<file path="src/design/mwprt_pkg.sv">
// Shared types and constants for the motion-wake power and race timer block.
package mwprt_pkg;

  // Input kind codes (tuser)
  localparam logic [1:0] KIND_SHAKE  = 2'd0;
  localparam logic [1:0] KIND_TICK   = 2'd1;
  localparam logic [1:0] KIND_PACKET = 2'd2;

  // Packet tag bytes
  localparam logic [7:0] CH_T = 8'h54;
  localparam logic [7:0] CH_R = 8'h52;
  localparam logic [7:0] CH_S = 8'h53;

  // Configuration register indexes
  localparam logic [1:0] CFG_SHAKE_THRESHOLD = 2'd0;
  localparam logic [1:0] CFG_SHAKE_WINDOW    = 2'd1;
  localparam logic [1:0] CFG_IDLE_TIMEOUT    = 2'd2;
  localparam logic [1:0] CFG_RACE_LIMIT      = 2'd3;

  // Configuration reset values
  localparam logic [5:0]  RST_SHAKE_THRESHOLD = 6'd40;
  localparam logic [7:0]  RST_SHAKE_WINDOW    = 8'd5;
  localparam logic [11:0] RST_IDLE_TIMEOUT    = 12'd600;
  localparam logic [11:0] RST_RACE_LIMIT      = 12'd300;

  // Encoded power mode on the result
  localparam logic [1:0] PM_SLEEP  = 2'd0;
  localparam logic [1:0] PM_DROWSE = 2'd1;
  localparam logic [1:0] PM_WAKE   = 2'd2;

  // Millisecond arithmetic
  localparam logic [10:0] MS_PER_SEC  = 11'd1000;
  localparam logic [16:0] DIV1000_MUL = 17'd67109;  // ceil(2^26 / 1000)
  localparam logic [15:0] RTC_FULL    = 16'd32768;
  localparam logic [15:0] STOP_MAX    = 16'hFFFF;

  localparam int CFG_DATA_W = 12;
  localparam int IN_DATA_W  = 48;
  localparam int OUT_DATA_W = 48;

  typedef enum logic [2:0] {
    EV_NONE,     // nothing to do (unused kind)
    EV_SHAKE,
    EV_TICK,
    EV_PKT,      // packet without a start or stop action
    EV_START,
    EV_STOP
  } event_t;

  typedef enum logic [2:0] {
    MODE_SLEEP  = 3'b001,
    MODE_DROWSE = 3'b010,
    MODE_WAKE   = 3'b100
  } mode_t;

  // Classified event, front to back
  typedef struct packed {
    event_t      ev;
    logic [6:0]  offset_secs;
    logic [9:0]  offset_ms;
    logic [9:0]  frac_ms;
  } cmd_t;

  typedef struct packed {
    logic [15:0] stops_last_second;
    logic [9:0]  race_millis;
    logic [12:0] race_seconds;
    logic        race_finished;
    logic        race_running;
    logic [1:0]  power_mode;
  } result_t;

endpackage

</file>
<file path="src/design/mwprt_front.sv">
// Front end: accepts input beats, classifies them and precomputes the ms arithmetic.
module mwprt_front (
  input  logic                     clk,
  input  logic                     rst,
  input  logic                     in_valid,
  output logic                     in_ready,
  input  logic [1:0]               in_kind,
  input  logic [7:0]               in_tag_first,
  input  logic [7:0]               in_tag_second,
  input  logic [7:0]               in_value_high,
  input  logic [7:0]               in_value_low,
  input  logic [14:0]              in_rtc_divider,
  output logic                     push,
  output mwprt_pkg::cmd_t          push_cmd,
  input  logic                     q_full
);
  import mwprt_pkg::*;

  logic        stg_valid;
  event_t      stg_ev;
  logic [15:0] stg_offset;
  logic [6:0]  stg_q;
  logic [9:0]  stg_frac;

  logic        accept;
  event_t      ev_dec;
  logic [15:0] offset;
  logic [32:0] q_prod;
  logic [15:0] rtc_left;
  logic [25:0] frac_prod;
  logic [16:0] q_times;
  logic [16:0] rem_full;

  assign in_ready = !stg_valid || !q_full;
  assign accept   = in_valid && in_ready;
  assign push     = stg_valid && !q_full;

  always_comb begin
    priority if (in_kind == KIND_SHAKE) begin
      ev_dec = EV_SHAKE;
    end else if (in_kind == KIND_TICK) begin
      ev_dec = EV_TICK;
    end else if (in_kind == KIND_PACKET) begin
      if (in_tag_first == CH_T && in_tag_second == CH_R) ev_dec = EV_START;
      else if (in_tag_first == CH_T && in_tag_second == CH_S) ev_dec = EV_STOP;
      else ev_dec = EV_PKT;
    end else begin
      ev_dec = EV_NONE;
    end
  end

  // offset / 1000 by reciprocal, exact for 16-bit offsets
  assign offset    = {in_value_high, in_value_low};
  assign q_prod    = 33'(offset) * 33'(DIV1000_MUL);
  // (32768 - div) * 1000 / 32768, range 0..1000
  assign rtc_left  = RTC_FULL - {1'b0, in_rtc_divider};
  assign frac_prod = 26'(rtc_left) * 26'(MS_PER_SEC);

  always_ff @(posedge clk) begin
    if (rst) begin
      stg_valid <= 1'b0;
    end else if (accept) begin
      stg_valid <= 1'b1;
    end else if (push) begin
      stg_valid <= 1'b0;
    end
  end

  always_ff @(posedge clk) begin
    if (accept) begin
      stg_ev     <= ev_dec;
      stg_offset <= offset;
      stg_q      <= q_prod[32:26];
      stg_frac   <= frac_prod[24:15];
    end
  end

  // remainder after the registered quotient
  assign q_times  = 17'(stg_q) * 17'(MS_PER_SEC);
  assign rem_full = {1'b0, stg_offset} - q_times;

  always_comb begin
    push_cmd.ev          = stg_ev;
    push_cmd.offset_secs = stg_q;
    push_cmd.offset_ms   = rem_full[9:0];
    push_cmd.frac_ms     = stg_frac;
  end

endmodule

</file>
<file path="src/design/mwprt_queue.sv">
// Small register queue between the front and back ends.
module mwprt_queue #(
  parameter int DEPTH = 4
) (
  input  logic             clk,
  input  logic             rst,
  input  logic             push,
  input  mwprt_pkg::cmd_t  push_cmd,
  output logic             full,
  input  logic             pop,
  output mwprt_pkg::cmd_t  head,
  output logic             empty
);
  import mwprt_pkg::*;

  localparam int PTR_W = $clog2(DEPTH);
  localparam int CNT_W = $clog2(DEPTH + 1);

  cmd_t             mem [DEPTH];
  logic [PTR_W-1:0] wr_ptr;
  logic [PTR_W-1:0] rd_ptr;
  logic [CNT_W-1:0] count;

  assign full  = (count == CNT_W'(DEPTH));
  assign empty = (count == '0);
  assign head  = mem[rd_ptr];

  always_ff @(posedge clk) begin
    if (rst) begin
      wr_ptr <= '0;
      rd_ptr <= '0;
      count  <= '0;
    end else begin
      if (push) begin
        wr_ptr <= (wr_ptr == PTR_W'(DEPTH - 1)) ? '0 : wr_ptr + 1'b1;
      end
      if (pop) begin
        rd_ptr <= (rd_ptr == PTR_W'(DEPTH - 1)) ? '0 : rd_ptr + 1'b1;
      end
      if (push && !pop) begin
        count <= count + 1'b1;
      end else if (pop && !push) begin
        count <= count - 1'b1;
      end
    end
  end

  always_ff @(posedge clk) begin
    if (push) begin
      mem[wr_ptr] <= push_cmd;
    end
  end

endmodule

</file>
<file path="src/design/mwprt_back.sv">
// Back end: power mode and race timer state, config registers and result register.
module mwprt_back (
  input  logic                               clk,
  input  logic                               rst,
  input  logic                               cfg_valid,
  input  logic [1:0]                         cfg_index,
  input  logic [mwprt_pkg::CFG_DATA_W-1:0]   cfg_data,
  input  logic                               q_empty,
  input  mwprt_pkg::cmd_t                    head,
  output logic                               pop,
  output logic                               out_valid,
  input  logic                               out_ready,
  output mwprt_pkg::result_t                 out_res
);
  import mwprt_pkg::*;

  // configuration
  logic [5:0]  shake_threshold;
  logic [7:0]  shake_window;
  logic [11:0] idle_timeout;
  logic [11:0] race_limit;

  // state
  mode_t       mode;
  logic [5:0]  shake_count;
  logic [7:0]  drowse_seconds;
  logic [11:0] idle_seconds;
  logic        running;
  logic        finished;
  logic [12:0] race_secs;
  logic [9:0]  start_millis;
  logic [9:0]  fraction_millis;
  logic [15:0] stop_count;
  logic [15:0] stop_snapshot;

  mode_t       mode_next;
  logic [5:0]  shake_count_next;
  logic [7:0]  drowse_seconds_next;
  logic [11:0] idle_seconds_next;
  logic        running_next;
  logic        finished_next;
  logic [12:0] race_secs_next;
  logic [9:0]  start_millis_next;
  logic [9:0]  fraction_millis_next;
  logic [15:0] stop_count_next;
  logic [15:0] stop_snapshot_next;
  logic [10:0] frac_sum;
  logic [1:0]  pm_code;

  assign pop = !q_empty && (!out_valid || out_ready);

  always_ff @(posedge clk) begin
    if (rst) begin
      shake_threshold <= RST_SHAKE_THRESHOLD;
      shake_window    <= RST_SHAKE_WINDOW;
      idle_timeout    <= RST_IDLE_TIMEOUT;
      race_limit      <= RST_RACE_LIMIT;
    end else if (cfg_valid) begin
      unique case (cfg_index)
        CFG_SHAKE_THRESHOLD: shake_threshold <= cfg_data[5:0];
        CFG_SHAKE_WINDOW:    shake_window    <= cfg_data[7:0];
        CFG_IDLE_TIMEOUT:    idle_timeout    <= cfg_data[11:0];
        CFG_RACE_LIMIT:      race_limit      <= cfg_data[11:0];
        default: ;
      endcase
    end
  end

  always_comb begin
    mode_next            = mode;
    shake_count_next     = shake_count;
    drowse_seconds_next  = drowse_seconds;
    idle_seconds_next    = idle_seconds;
    running_next         = running;
    finished_next        = finished;
    race_secs_next       = race_secs;
    start_millis_next    = start_millis;
    fraction_millis_next = fraction_millis;
    stop_count_next      = stop_count;
    stop_snapshot_next   = stop_snapshot;
    frac_sum             = '0;

    unique case (head.ev)
      EV_SHAKE: begin
        if (shake_count < shake_threshold) shake_count_next = shake_count + 1'b1;
        if (mode == MODE_SLEEP) begin
          mode_next           = MODE_DROWSE;
          shake_count_next    = '0;
          drowse_seconds_next = '0;
        end else if (mode == MODE_WAKE) begin
          idle_seconds_next = idle_timeout;
        end
      end
      EV_TICK: begin
        if (mode != MODE_SLEEP) begin
          if (running) begin
            if (race_secs < {1'b0, race_limit}) begin
              race_secs_next = race_secs + 1'b1;
            end else begin
              running_next      = 1'b0;
              idle_seconds_next = idle_timeout;
            end
          end
          stop_snapshot_next = stop_count;
          stop_count_next    = '0;
          if (mode == MODE_WAKE) begin
            // idle countdown only while no race is running after this tick
            if (!running_next) begin
              if (idle_seconds_next != '0) idle_seconds_next = idle_seconds_next - 1'b1;
              else mode_next = MODE_SLEEP;
            end
          end else begin
            if (drowse_seconds != 8'hFF) drowse_seconds_next = drowse_seconds + 1'b1;
            if (drowse_seconds_next >= shake_window) begin
              if (shake_count >= shake_threshold) begin
                mode_next         = MODE_WAKE;
                idle_seconds_next = idle_timeout;
              end else begin
                mode_next = MODE_SLEEP;
              end
              shake_count_next = '0;
            end
          end
        end
      end
      EV_PKT, EV_START, EV_STOP: begin
        if (mode == MODE_WAKE) begin
          if (running) fraction_millis_next = head.frac_ms;
          if (head.ev == EV_START && !running) begin
            idle_seconds_next = idle_timeout;
            race_secs_next    = {6'd0, head.offset_secs};
            start_millis_next = head.offset_ms;
            running_next      = 1'b1;
            finished_next     = 1'b0;
          end else if (head.ev == EV_STOP) begin
            running_next      = 1'b0;
            idle_seconds_next = idle_timeout;
            if (stop_count != STOP_MAX) stop_count_next = stop_count + 1'b1;
            if (!finished) begin
              finished_next = 1'b1;
              frac_sum = {1'b0, fraction_millis_next} + {1'b0, start_millis};
              if (frac_sum >= MS_PER_SEC) begin
                race_secs_next       = race_secs_next + 1'b1;
                fraction_millis_next = 10'(frac_sum - MS_PER_SEC);
              end else begin
                fraction_millis_next = frac_sum[9:0];
              end
            end
          end
        end
      end
      default: ;  // unused kind: state unchanged
    endcase
  end

  always_ff @(posedge clk) begin
    if (rst) begin
      mode            <= MODE_WAKE;
      shake_count     <= '0;
      drowse_seconds  <= '0;
      idle_seconds    <= RST_IDLE_TIMEOUT;
      running         <= 1'b0;
      finished        <= 1'b0;
      race_secs       <= '0;
      start_millis    <= '0;
      fraction_millis <= '0;
      stop_count      <= '0;
      stop_snapshot   <= '0;
    end else if (pop) begin
      mode            <= mode_next;
      shake_count     <= shake_count_next;
      drowse_seconds  <= drowse_seconds_next;
      idle_seconds    <= idle_seconds_next;
      running         <= running_next;
      finished        <= finished_next;
      race_secs       <= race_secs_next;
      start_millis    <= start_millis_next;
      fraction_millis <= fraction_millis_next;
      stop_count      <= stop_count_next;
      stop_snapshot   <= stop_snapshot_next;
    end
  end

  always_comb begin
    unique case (mode_next)
      MODE_SLEEP:  pm_code = PM_SLEEP;
      MODE_DROWSE: pm_code = PM_DROWSE;
      MODE_WAKE:   pm_code = PM_WAKE;
      default:     pm_code = PM_WAKE;
    endcase
  end

  // result register
  always_ff @(posedge clk) begin
    if (rst) begin
      out_valid <= 1'b0;
    end else if (pop) begin
      out_valid <= 1'b1;
    end else if (out_ready) begin
      out_valid <= 1'b0;
    end
  end

  always_ff @(posedge clk) begin
    if (pop) begin
      out_res.power_mode        <= pm_code;
      out_res.race_running      <= running_next;
      out_res.race_finished     <= finished_next;
      out_res.race_seconds      <= race_secs_next;
      out_res.race_millis       <= fraction_millis_next;
      out_res.stops_last_second <= stop_snapshot_next;
    end
  end

endmodule

</file>
<file path="src/design/motion_wake_power_and_race_timer_core.sv">
// Motion-wake power controller with race timer: top level.
//
// Input stream (s_*): one beat per event. s_tuser carries the event kind
// (shake, one-second tick, packet); s_tdata carries the four packet bytes and
// the RTC prescaler divider latched at packet arrival.
// Output stream (m_*): exactly one result beat per input beat, in order, with
// the power mode and race timer state after that event.
// Config channel (cfg_*): writes one of four registers by index; always ready.
// Write only while no event is in flight.
//
// Path from input beat to result valid: classify stage, queue, state update
// into the result register.
// Throughput: one beat per cycle while m_tready is high; the state update in
// the back end is done in one step, so a beat can follow every cycle.
// Front and back are split by a QUEUE_DEPTH-entry queue. When m_tready is low
// the result register holds, the back end stops popping, the queue fills and
// s_tready drops once the classify stage cannot drain.
// Reset (rst, synchronous): mode wake, idle count 600, race cleared, config at
// defaults, queue and output empty.
module motion_wake_power_and_race_timer_core #(
  parameter int QUEUE_DEPTH = 4
) (
  input  logic                                 clk,
  input  logic                                 rst,
  input  logic                                 s_tvalid,
  output logic                                 s_tready,
  // tag_first[7:0], tag_second[15:8], value_high[23:16], value_low[31:24],
  // rtc_divider[46:32], zero[47]
  input  logic [mwprt_pkg::IN_DATA_W-1:0]      s_tdata,
  // kind[1:0]
  input  logic [1:0]                           s_tuser,
  output logic                                 m_tvalid,
  input  logic                                 m_tready,
  // power_mode[1:0], race_running[2], race_finished[3], race_seconds[16:4],
  // race_millis[26:17], stops_last_second[42:27], zero[47:43]
  output logic [mwprt_pkg::OUT_DATA_W-1:0]     m_tdata,
  input  logic                                 cfg_valid,
  output logic                                 cfg_ready,
  input  logic [1:0]                           cfg_index,
  input  logic [mwprt_pkg::CFG_DATA_W-1:0]     cfg_data
);
  import mwprt_pkg::*;

  logic    push;
  cmd_t    push_cmd;
  logic    q_full;
  logic    q_empty;
  logic    pop;
  cmd_t    head;
  result_t res;

  assign cfg_ready = 1'b1;

  mwprt_front u_front (
    .clk            (clk),
    .rst            (rst),
    .in_valid       (s_tvalid),
    .in_ready       (s_tready),
    .in_kind        (s_tuser),
    .in_tag_first   (s_tdata[7:0]),
    .in_tag_second  (s_tdata[15:8]),
    .in_value_high  (s_tdata[23:16]),
    .in_value_low   (s_tdata[31:24]),
    .in_rtc_divider (s_tdata[46:32]),
    .push           (push),
    .push_cmd       (push_cmd),
    .q_full         (q_full)
  );

  mwprt_queue #(
    .DEPTH (QUEUE_DEPTH)
  ) u_queue (
    .clk      (clk),
    .rst      (rst),
    .push     (push),
    .push_cmd (push_cmd),
    .full     (q_full),
    .pop      (pop),
    .head     (head),
    .empty    (q_empty)
  );

  mwprt_back u_back (
    .clk       (clk),
    .rst       (rst),
    .cfg_valid (cfg_valid),
    .cfg_index (cfg_index),
    .cfg_data  (cfg_data),
    .q_empty   (q_empty),
    .head      (head),
    .pop       (pop),
    .out_valid (m_tvalid),
    .out_ready (m_tready),
    .out_res   (res)
  );

  assign m_tdata = {5'd0, res};

endmodule

</file>
<file path="config.mk">
export PLATFORM = sky130hd
export DESIGN_NAME = motion_wake_power_and_race_timer_core
export DESIGN_NICKNAME = d
export VERILOG_FILES = /design/src/design/mwprt_pkg.sv /design/src/design/mwprt_front.sv /design/src/design/mwprt_queue.sv /design/src/design/mwprt_back.sv /design/src/design/motion_wake_power_and_race_timer_core.sv
export SDC_FILE = /design/constraint.sdc
export NUM_CORES = 1
export LEC_CHECK = 0
export BUFFER_PORTS_ARGS = -buffer_cell sky130_fd_sc_hd__buf_4
export CAP_MARGIN = 20
export CORE_MARGIN = 2
export CORE_UTILIZATION = 50
export CTS_CLUSTER_DIAMETER = 80
export DETAILED_ROUTE_END_ITERATION = 16
export GPL_TIMING_DRIVEN = 1
export PLACE_DENSITY = 0.67
export SYNTH_ARGS = -nofsm -noshare
export SYNTH_HDL_FRONTEND = slang
export SYNTH_SLANG_ARGS = --single-unit
</file>
<file path="constraint.sdc">
create_clock -name clk -period 9.73 [get_ports clk]
set_input_delay 0 -clock clk [delete_from_list [all_inputs] [get_ports clk]]
set_output_delay 0 -clock clk [all_outputs]
set_load 0.1 [all_outputs]
</file>
After elaboration in Yosys (flattened, before gate mapping):

Memories as Yosys holds them, arrays and structs flattened. A register that Yosys moved wholly into a read port is not among the register bits.
Cells that the tools add are included.

* register bits after elaboration: 216
* bits in writable memories: 120
* input bits: 69
* output and inout bits: 51
* memories kept: 1

* add/sub/neg operators: 13
* $mul: 3
* $lt $le $gt $ge: 5
* eq/ne operators: 35
* muxes and demuxes: 94
* bitwise logic cells: 1
* reduce and logical (&&, ||, !) cells: 38

Memories
* u_queue.mem: depth 4, width 30, rd ports 1, clocked after Yosys merged registers in 1, write ports 1, RTL line mwprt_queue.sv:19 `cmd_t mem [DEPTH];`

Operators with widths (number)
* 12-bit 2-to-1 mux: 15
* 16-bit 2-to-1 mux: 7
* 13-bit 2-to-1 mux: 8
* 10-bit 2-to-1 mux: 9
* 8-bit 2-to-1 mux: 7
* 12-bit one-hot mux with 3 select lines: 1
* 16-bit by 17-bit multiplier with 33-bit output (second input constant): 1
* 3-bit 2-to-1 mux: 11
* 16-bit one-hot mux with 2 select lines: 1
* 6-bit 2-to-1 mux: 5
* 13-bit one-hot mux with 2 select lines: 1
* 8-bit by 7-bit == test with 1-bit output (second input constant): 3
* 16-bit by 7-bit multiplier with 22-bit output (second input constant): 1
* 1-bit 2-to-1 mux: 18
* 16-bit by 1-bit adder with 16-bit output (second input constant): 1
* 16-bit inequality test (second input constant): 1
* 8-bit one-hot mux with 2 select lines: 1
* 16-bit by 15-bit subtractor with 16-bit output (first input constant): 1
* 2-bit by 1-bit inequality test with 1-bit output (second input constant): 7
* 7-bit AND reduction: 2
* 13-bit by 1-bit adder with 13-bit output (second input constant): 1
* 13-bit by 12-bit less-than comparator with 1-bit output: 1
* 3-bit == test (second input constant): 4
* 2-bit 2-to-1 mux: 6
* 39 further kinds: 76

Logic depth before layout (Yosys ltp):

Gate-level depths: netlist of run 1.

* word-level depth: 13
* depth in mapped cells: 23
* mapped depth without buffers: 23

Modules after synthesis:

Synthesis of run 1 repeated with hierarchy kept, for this count alone.

* cell total of the unflattened synthesis: 2287
* area, all modules: 22908.2 um^2

Modules (own cells, without submodules)
* mwprt_back: times used 1, cells an instance 1325, area an instance 10637.7 um^2
* mwprt_front: times used 1, cells an instance 754, area an instance 7449.6 um^2
* mwprt_queue: times used 1, cells an instance 200, area an instance 4768.3 um^2
* motion_wake_power_and_race_timer_core: times used 1, cells an instance 8, area an instance 52.6 um^2

Worst setup path before layout of run 1:

Ideal clock, no wire load.

* kind: input to register
* start: input s_tdata[36] (netlist bit)
* end: register u_front.stg_frac[9] (data pin)
* arrival time: 4.852 ns
* setup slack: 4.618 ns
* cell stages on the path: 21
* path buffers: 0
* cells stage by stage: nor3_1 nand2b_1 nor4_1 nand2_1 or2_2 or4_1 xor2_1 ha_1 inv_1 fa_1 inv_1 fa_1 inv_1 fa_1 inv_1 ha_1 and3_1 a211oi_1 a21oi_1 a21oi_1 xnor2_1

* cells in the longest elaborated chain, start to end: 2

Ends and longest elaborated chain
* start: declaration: RTL line motion_wake_power_and_race_timer_core.sv:29 `input logic [mwprt_pkg::IN_DATA_W-1:0] s_tdata,`
* 16-bit by 15-bit subtractor with 16-bit output: RTL line mwprt_front.sv:56 `assign rtc_left = RTC_FULL - {1'b0, in_rtc_divider};`
* 16-bit by 7-bit multiplier with 22-bit output: RTL line mwprt_front.sv:57 `assign frac_prod = 26'(rtc_left) * 26'(MS_PER_SEC);`
* net u_front.frac_prod[24]: RTL line mwprt_front.sv:30 `logic [25:0] frac_prod;`
* end signal: assignment: RTL line mwprt_front.sv:74 `stg_frac <= frac_prod[24:15];`
* end: declaration: RTL line mwprt_front.sv:23 `logic [9:0] stg_frac;`

The timed path passes the listed nets, and every way through them passes these cells.
A chain may end at the register's enable or synchronous reset.

==> results of run 1 <==
-- Yosys cell counts (12+ instances only) --
master      n
inv_1     241
edfxtp_1  193
a31oi_1    13
mux2i_1    29
clkbuf_1   49
nor2b_1    12
nand3_1    35
nand4_1    16
mux2_2     32
and3_1     15
nor2_1    175
nor4_1     12
dfxtp_1   145
o21ai_0    61
fa_1       89
mux4_2     29
a21o_1     22
a21oi_1   137
xor2_1     37
nor3_1     53
or3_1      16
nand2_1   188
xnor2_1    52
ha_1      238
nand2b_1   15
-- area by class of cell --
| class | count | area share [%] |
|---|---|---|
| Clock buffer | 53 | 4.169 |
| Clock inverter | 13 | 0.6143 |
| Inverter | 241 | 3.646 |
| Multi-Input combinational cell | 1472 | 48.45 |
| Sequential cell | 338 | 35.02 |
| Tap cell | 585 | 2.946 |
| Timing Repair Buffer | 159 | 5.156 |
-- per-layer routing --
layer	GRT usage [%]	share of wire, %	wire, um
met1	27.27	44	20740
met2	37.63	49	23420
met3	2.504	4.2	1986
met4	6.298	2.6	1226
met5	0	0	0
-- worst paths after layout --
check        slack, ns                              endpoint                         startpoint  cells after the start
max               4.54           u_back.out_res[9]$_DFFE_PP_                               flop                     17
min               0.01  u_back.stop_snapshot[0]$_SDFFE_PP0P_                                rst                      2
max reg2reg       4.54           u_back.out_res[9]$_DFFE_PP_                               flop                     17
min reg2reg       0.46     u_back.race_limit[1]$_SDFFE_PP0P_  u_back.race_limit[1]$_SDFFE_PP0P_                      2
-- logic make-up (layout without fill, tap and decap cells) --
logic type	after synthesis	in the layout	synth area share, %
buffers and inverters	317	466	5.663
multiplexers	91	91	6.062
other	2	6	0.03423
XOR/XNOR	89	89	3.553
AND/OR/NAND/NOR	602	602	12.94
adder cells (fa/ha/maj)	328	328	21.74
AO/OA/AOI/OAI	356	356	10.37
flip-flops	338	338	39.64
-- critical path, stage by stage (launching register included) --
cell and delay, ns:
dfxtp_2 0.31, buf_4 0.47, mux4_2 0.63, mux2i_1 0.21, inv_1 0.07, ha_1 0.22
fa_1 0.42, a211oi_2 0.34, nor2_1 0.10, xnor2_1 0.30, ha_1 0.28, inv_1 0.05
a31oi_1 0.19, o41ai_2 0.11, clkbuf_4 0.21, a31oi_1 0.53, o31ai_1 0.18, a31o_2 0.27
-- power groups by stage --
| stage | combinational (mW) | clock, mW | sequential, mW |
|---|---|---|---|
| 6_report | 3.45 | 1.38 | 2.13 |
| 5_1_grt | 3.81 | 1.47 | 2.16 |
| 4_1_cts | 3.47 | 1.40 | 2.13 |
| 3_5_place_dp | 3.44 | 0 | 2.16 |
| 3_3_place_gp | 3.34 | 0 | 2.14 |
| 2_1_floorplan | 2.03 | 0 | 2.74 |
-- sequential cells by signal, summed over array words and instances, names as in the netlist, 2 cells and up, named ones only --
register	flops
u_queue.mem	120
u_back.out_res	43
u_back.stop_count	16
u_back.stop_snapshot	16
u_back.race_secs	13
u_back.idle_seconds	12
u_back.idle_timeout	12
u_back.race_limit	12
u_back.fraction_millis	10
u_back.start_millis	10
u_front.stg_frac	10
u_front.stg_offset	10
u_back.drowse_seconds	8
u_back.shake_window	8
u_front.stg_q	7
u_back.shake_count	6
u_back.shake_threshold	6
u_back.mode	3
u_front.stg_ev	3
u_queue.count	3
u_queue.rd_ptr	2
u_queue.wr_ptr	2
-- cells in the final DEF, fill, tap and decap left out, types with 29 or more instances in the layout --
| master | count |
|---|---|
| xor2_1 | 37 |
| ha_1 | 238 |
| a21oi_1 | 137 |
| xnor2_1 | 52 |
| buf_4 | 122 |
| nand3_1 | 35 |
| fa_1 | 89 |
| dlygate4sd3_1 | 35 |
| edfxtp_1 | 193 |
| clkbuf_16 | 37 |
| nand2_1 | 188 |
| o21ai_0 | 61 |
| mux4_2 | 29 |
| mux2i_1 | 29 |
| nor2_1 | 175 |
| mux2_2 | 32 |
| inv_1 | 240 |
| dfxtp_1 | 143 |
| nor3_1 | 53 |
-- metrics by stage --
step / util [%] / cell area (um2) / worst slack, ns / hold slack [ns]
final: 57.56 / 24850 / 4.541 / 0.01017
after global routing: 57.56 / 24850 / 4.145 / 0.02790
after CTS: 57.50 / 24820 / 4.012 / 0.006494
after detailed placement: 53.96 / 23290 / 3.965 / 0.2325
after global placement: 53.96 / 23290 / 4.070 / 0.2287
after floorplan: - / 21960 / 4.618 / 0.09887
==> out/metrics.yaml, run 1 <==
routing:
  ant_nets: 0
  first_pass_iters: 6
  vias: 15740
  vias_per_cell: 5.502
  remaining_drc_errors: 0
  wl_per_cell_um: 16.56
  drtIter0Drc: 972
  totalWireLength_um: 47380
die:
  die_w_um: 213.5
  die-height_um: 213.5
  die-area_mm2: 0.04557
  floorplan.initialDensity_pct: 50.82
  core_mm2: 0.04317
  boundaryPins: 120
  rows: 76
sta:
  hold_viol: 0
  setup_violations: 0
  finalCritPeriodShare_pct: 53.33
  fin_crit_ns: 5.189
  worstMarginPinSlew_ns: 1.248
  slew_violations: 0
  fmax_mhz: 192.7
  rsz0062_at_grt: "no"
  fin_worst_skew_ns: 0.02307
  relSlewSlack_pct: 16.81
  setup_tns_ns: 0
grt:
  grt_max_degree: 78
  grt_pass1_wl_um: 77510
  grt_pass1_vias: 15570
  antenna_found_initial: 0
  grt_use_total_pct: 21.21
  overflow: 0
yosys:
  syn_area_mm2: 0.02194
  synth_async_sr_flop_share_pct: 0
  ys.flop_type: "edfxtp_1"
  synth.distinct_cells: 89
  synth_top_cell_by_area: "edfxtp_1"
  synth_seq_cells: 338
  seq_area_frac_synth_pct: 39.64
  synth_area_leaders: "edfxtp_1 (26%), ha_1 (14%), dfxtp_1 (13%)"
  ys.warnings.count: 0
  synthCells: 2123
  yosysTopAreaCellShare_pct: 26.41
  synth.avg_cell_area_um2: 10.33
  synth_enable_flop_cells: 193
setup_path:
  required_ns: 10.00
  path_class: "flop to flop"
  crit_path_end_kind: "flop"
  cp-start-kind: "flop"
  arrival_ns: 5.45
  critPathMaxFanout: 30
placed_design:
  dp_cells: 2758
  post-dp-hpwl_um: 34400
  port_buffers: 112
  place_congestion: 0.8809
cells_and_area:
  seq_area_mm2: 0.008701
  layout-drive-gt1-share_pct: 11.95
  fillers: 3688
  multi_input_area_mm2: 0.01204
  nets: 2645
  diodes: 0
  syn2layout_area_growth_pct: 13.25
  final_cells: 2861
power_and_ir_drop:
  pwr-share-clk_pct: 19.8
  power.density_mw_per_mm2: 279.9
  p_total_mw: 6.955
  pwr-share-comb_pct: 49.6
  vdd_drop_max_mv: 0.2994
  power.switching_mw: 3.018
  seqPwrFrac_pct: 30.6
  leakagePower_nw: 10.44
  swShare_pct: 43.40
  p_int_mw: 3.936
clock_network:
  cts_resized: 0
  cts_tree: "done"
  cts.sinks: 338
  cts-root-buf: "clkbuf_16"
  h-tree-depth: 2
  cts_buffers: 37
  clock_latency_ns: 0.54
  clkSlewWorstSetupHoldPaths_ns: 0.06
  ctsHoldBuffers: 34
  cts.path.max_buffers: 3
  cts_setup_buffers: 0
job:
  maxCapViolCount: 0
min_path:
  min-delay-path-class: "input port to flop"
status:
  status: "finished clean"
No activity file was read; power rests on OpenSTA's default activity.
==> inputs of run 2 (changes only) <==
Clock period 9.73 ns to 5 ns, I/O delays scaled along.
==> out/metrics.yaml, run 2 (synthesis results as in run 1) <==
placed_design:
  post-dp-hpwl_um: 35960  # +4.5%
  place_worst_setup_slack_ns: -0.2778  # -4.243 ns
  placed_cell_area_mm2: 0.02380  # +2.2%
  place_congestion: 0.8870  # +0.69%
  port_buffers: 112  # unchanged
  dp_cells: 2824  # +2.4%
setup_path:
  r2r_slack_ns: 0.32  # -4.22 ns
  r2r-end: "u_back.race_secs[6]$_SDFFE_PP0P_"
  reg2reg_depth: 16  # -1
  path_class: "input port to flop"
  required_ns: 5.28  # -4.72 ns
  critPathMaxFanout: 6  # -80%
  startpoint: "s_tdata[25]"
  crit_end: "u_front.stg_q[4]$_DFFE_PP_"
  cp-start-kind: "input port"
  crit_path_end_kind: "flop"
  arrival_ns: 5.08  # -0.37 ns
cells_and_area:
  final_common_cell: "inv_1"
  final_cell_mix: "inv_1 (240), ha_1 (238), edfxtp_1 (193), nand2_1 (188), buf_4 (188)"
  reg_top3: "u_queue.mem (120), u_back.out_res (43)"
  nets: 2707  # +2.3%
  largest-register: "u_queue.mem"
  design_area_mm2: 0.02536  # +2.0%
  layout-drive-gt1-share_pct: 14.75  # +2.8 points
  largest_reg_flops: 120  # unchanged
  final_cells: 2924  # +2.2%
  syn2layout_area_growth_pct: 15.57
  diodes: 0  # unchanged
clock_network:
  clkSlewWorstSetupHoldPaths_ns: 0.06  # about the same
  cts.sinks: 338  # unchanged
  cts-root-buf: "clkbuf_16"
  h-tree-depth: 2  # unchanged
  cts_tree: "done"
  cts_setup_buffers: 0  # unchanged
  cts_buffers: 36  # -2.7%
  cts.path.max_buffers: 3  # unchanged
  clock_latency_ns: 0.54  # about the same
sta:
  fmax_mhz: 208.5
  fin_crit_ns: 4.796
  worstMarginPinSlew_ns: 1.003  # -0.2452 ns
  relSlewSlack_pct: 33.15  # +16 points
  fin_worst_skew_ns: 0.02388  # +0.0008160 ns
  hold_slack_ns: 0.04946  # +0.03929 ns
  setup_violations: 0  # unchanged
  finalCritPeriodShare_pct: 95.91
  slew_violations: 0  # unchanged
  hold_viol: 0  # unchanged
  fin_ws_ns: 0.2044  # -4.337 ns
min_path:
  min-delay-path-class: "input port to flop"
  holdCritStartpoint: "cfg_valid"
die:
  die_w_um: 213.5  # unchanged
  die-area_mm2: 0.04557  # unchanged
  rows: 76  # unchanged
  core_mm2: 0.04317  # unchanged
  floorplan.initialDensity_pct: 50.82  # unchanged
  die-height_um: 213.5  # unchanged
  boundaryPins: 120  # unchanged
routing:
  drtIter0Drc: 1058  # +8.8%
  vias: 16020  # +1.8%
  ant_nets: 0  # unchanged
  first_pass_iters: 5  # -1
  remaining_drc_errors: 0  # unchanged
  vias_per_cell: 5.478  # -0.43%
  wl_per_cell_um: 16.49  # -0.43%
  totalWireLength_um: 48210  # +1.8%
power_and_ir_drop:
  seqPwrFrac_pct: 30.0  # -0.6 points
  swShare_pct: 43.30  # -0.10 points
  pwr-share-clk_pct: 19.0  # -0.8 points
  power.density_mw_per_mm2: 542.3  # +94%
  leakagePower_nw: 10.76  # +3.1%
  p_total_mw: 13.75  # +98%
  pwr-share-comb_pct: 51.1  # +1.5 points
  power.switching_mw: 5.954  # +97%
  vdd_drop_max_mv: 0.5381  # +80%
  p_int_mw: 7.797  # +98%
grt:
  grt_pass1_wl_um: 78960  # +1.9%
  overflow: 0  # unchanged
  grt_use_total_pct: 21.55  # +0.34 points
  grt_max_degree: 81  # +3.8%
  grt_pass1_vias: 16030  # +2.9%
  antenna_found_initial: 0  # unchanged
job:
  maxCapViolCount: 0  # unchanged
status:
  status: "finished clean"
==> run 2: cell types whose count changed in the layout (fill, tap and decap cells not counted), sizes merged <==
cell / before / now
dlygate4sd3: 35 / 34
clkinv: 7 / 14
clkinvlp: 1 / 4
buf: 122 / 188
clkbuf: 55 / 44
bufinv: 3 / 2
==> run 2: layout make-up <==
| cell class | count | area, um2 |
|---|---|---|
| fillers | 3680 | 17810 |
| multi-input cells | 1472 | 12120 |
| flip-flops and latches | 338 | 8700 |
| repair buffers | 222 | 1752 |
| clock buffers | 44 | 972.2 |
| inverters | 241 | 905.9 |
| well taps | 585 | 732.0 |
| clock inverters | 22 | 180.2 |
==> run 2: worst min path at each step <==
stage | to | depth (start not counted)
after floorplan | u_front.stg_offset[0]$_DFFE_PP_ | 0
after global placement | u_back.race_limit[8]$_SDFFE_PP1P_ | 2
after detailed placement | u_back.race_limit[8]$_SDFFE_PP1P_ | 2
after CTS | u_back.idle_timeout[7]$_SDFFE_PP0P_ | 5
after global routing | u_front.stg_q[4]$_DFFE_PP_ | 3
final | u_back.idle_timeout[7]$_SDFFE_PP0P_ | 5
==> run 2: power by group through the flow <==
stage	Sequential [mW]	Clock [mW]	Combinational, mW
finish	4.12	2.61	7.02
global route	4.18	2.78	7.76
CTS	4.12	2.66	7.02
detailed placement	4.18	0	6.97
global placement	4.15	0	6.78
floorplan	5.33	0	3.96
==> run 2: per-layer routing <==
layer  global-route usage [%]  vias to the layer above  part of all wire, %
li1                         -                     7834                    -
met1                    27.36                     7722                   43
met2                    38.20                      383                   50
met3                    2.709                       80                  4.4
met4                    7.040                        0                  2.7
met5                        0                        -                    0
==> run 2: timing repair <==
action,in CTS,in global routing
setup endpoints to repair,0,17
hold endpoints to repair,56,0
gates resized for setup,0,11
hold buffers,34,0
==> run 2: metrics by stage <==
stage                     setup TNS [ns]  util (%)
after floorplan                        0         -
after global placement           -0.4583     55.13
after detailed placement         -0.9864     55.13
after CTS                              0     58.59
after global routing            -0.03713     58.74
final                                  0     58.74
==> run 2: worst max-delay path, cell delays in order <==
cell and delay [ns]:
dlygate4sd3_1 0.53, buf_4 0.17, ha_1 0.29, ha_1 0.31, fa_1 0.51, inv_1 0.05
fa_1 0.48, inv_1 0.04, ha_1 0.31, fa_1 0.50, ha_1 0.35, a21oi_1 0.17
o21ai_0 0.15, a211oi_2 0.19, nor3_1 0.10, o22a_2 0.26, a41oi_2 0.29, a21boi_1 0.12
o31a_1 0.25
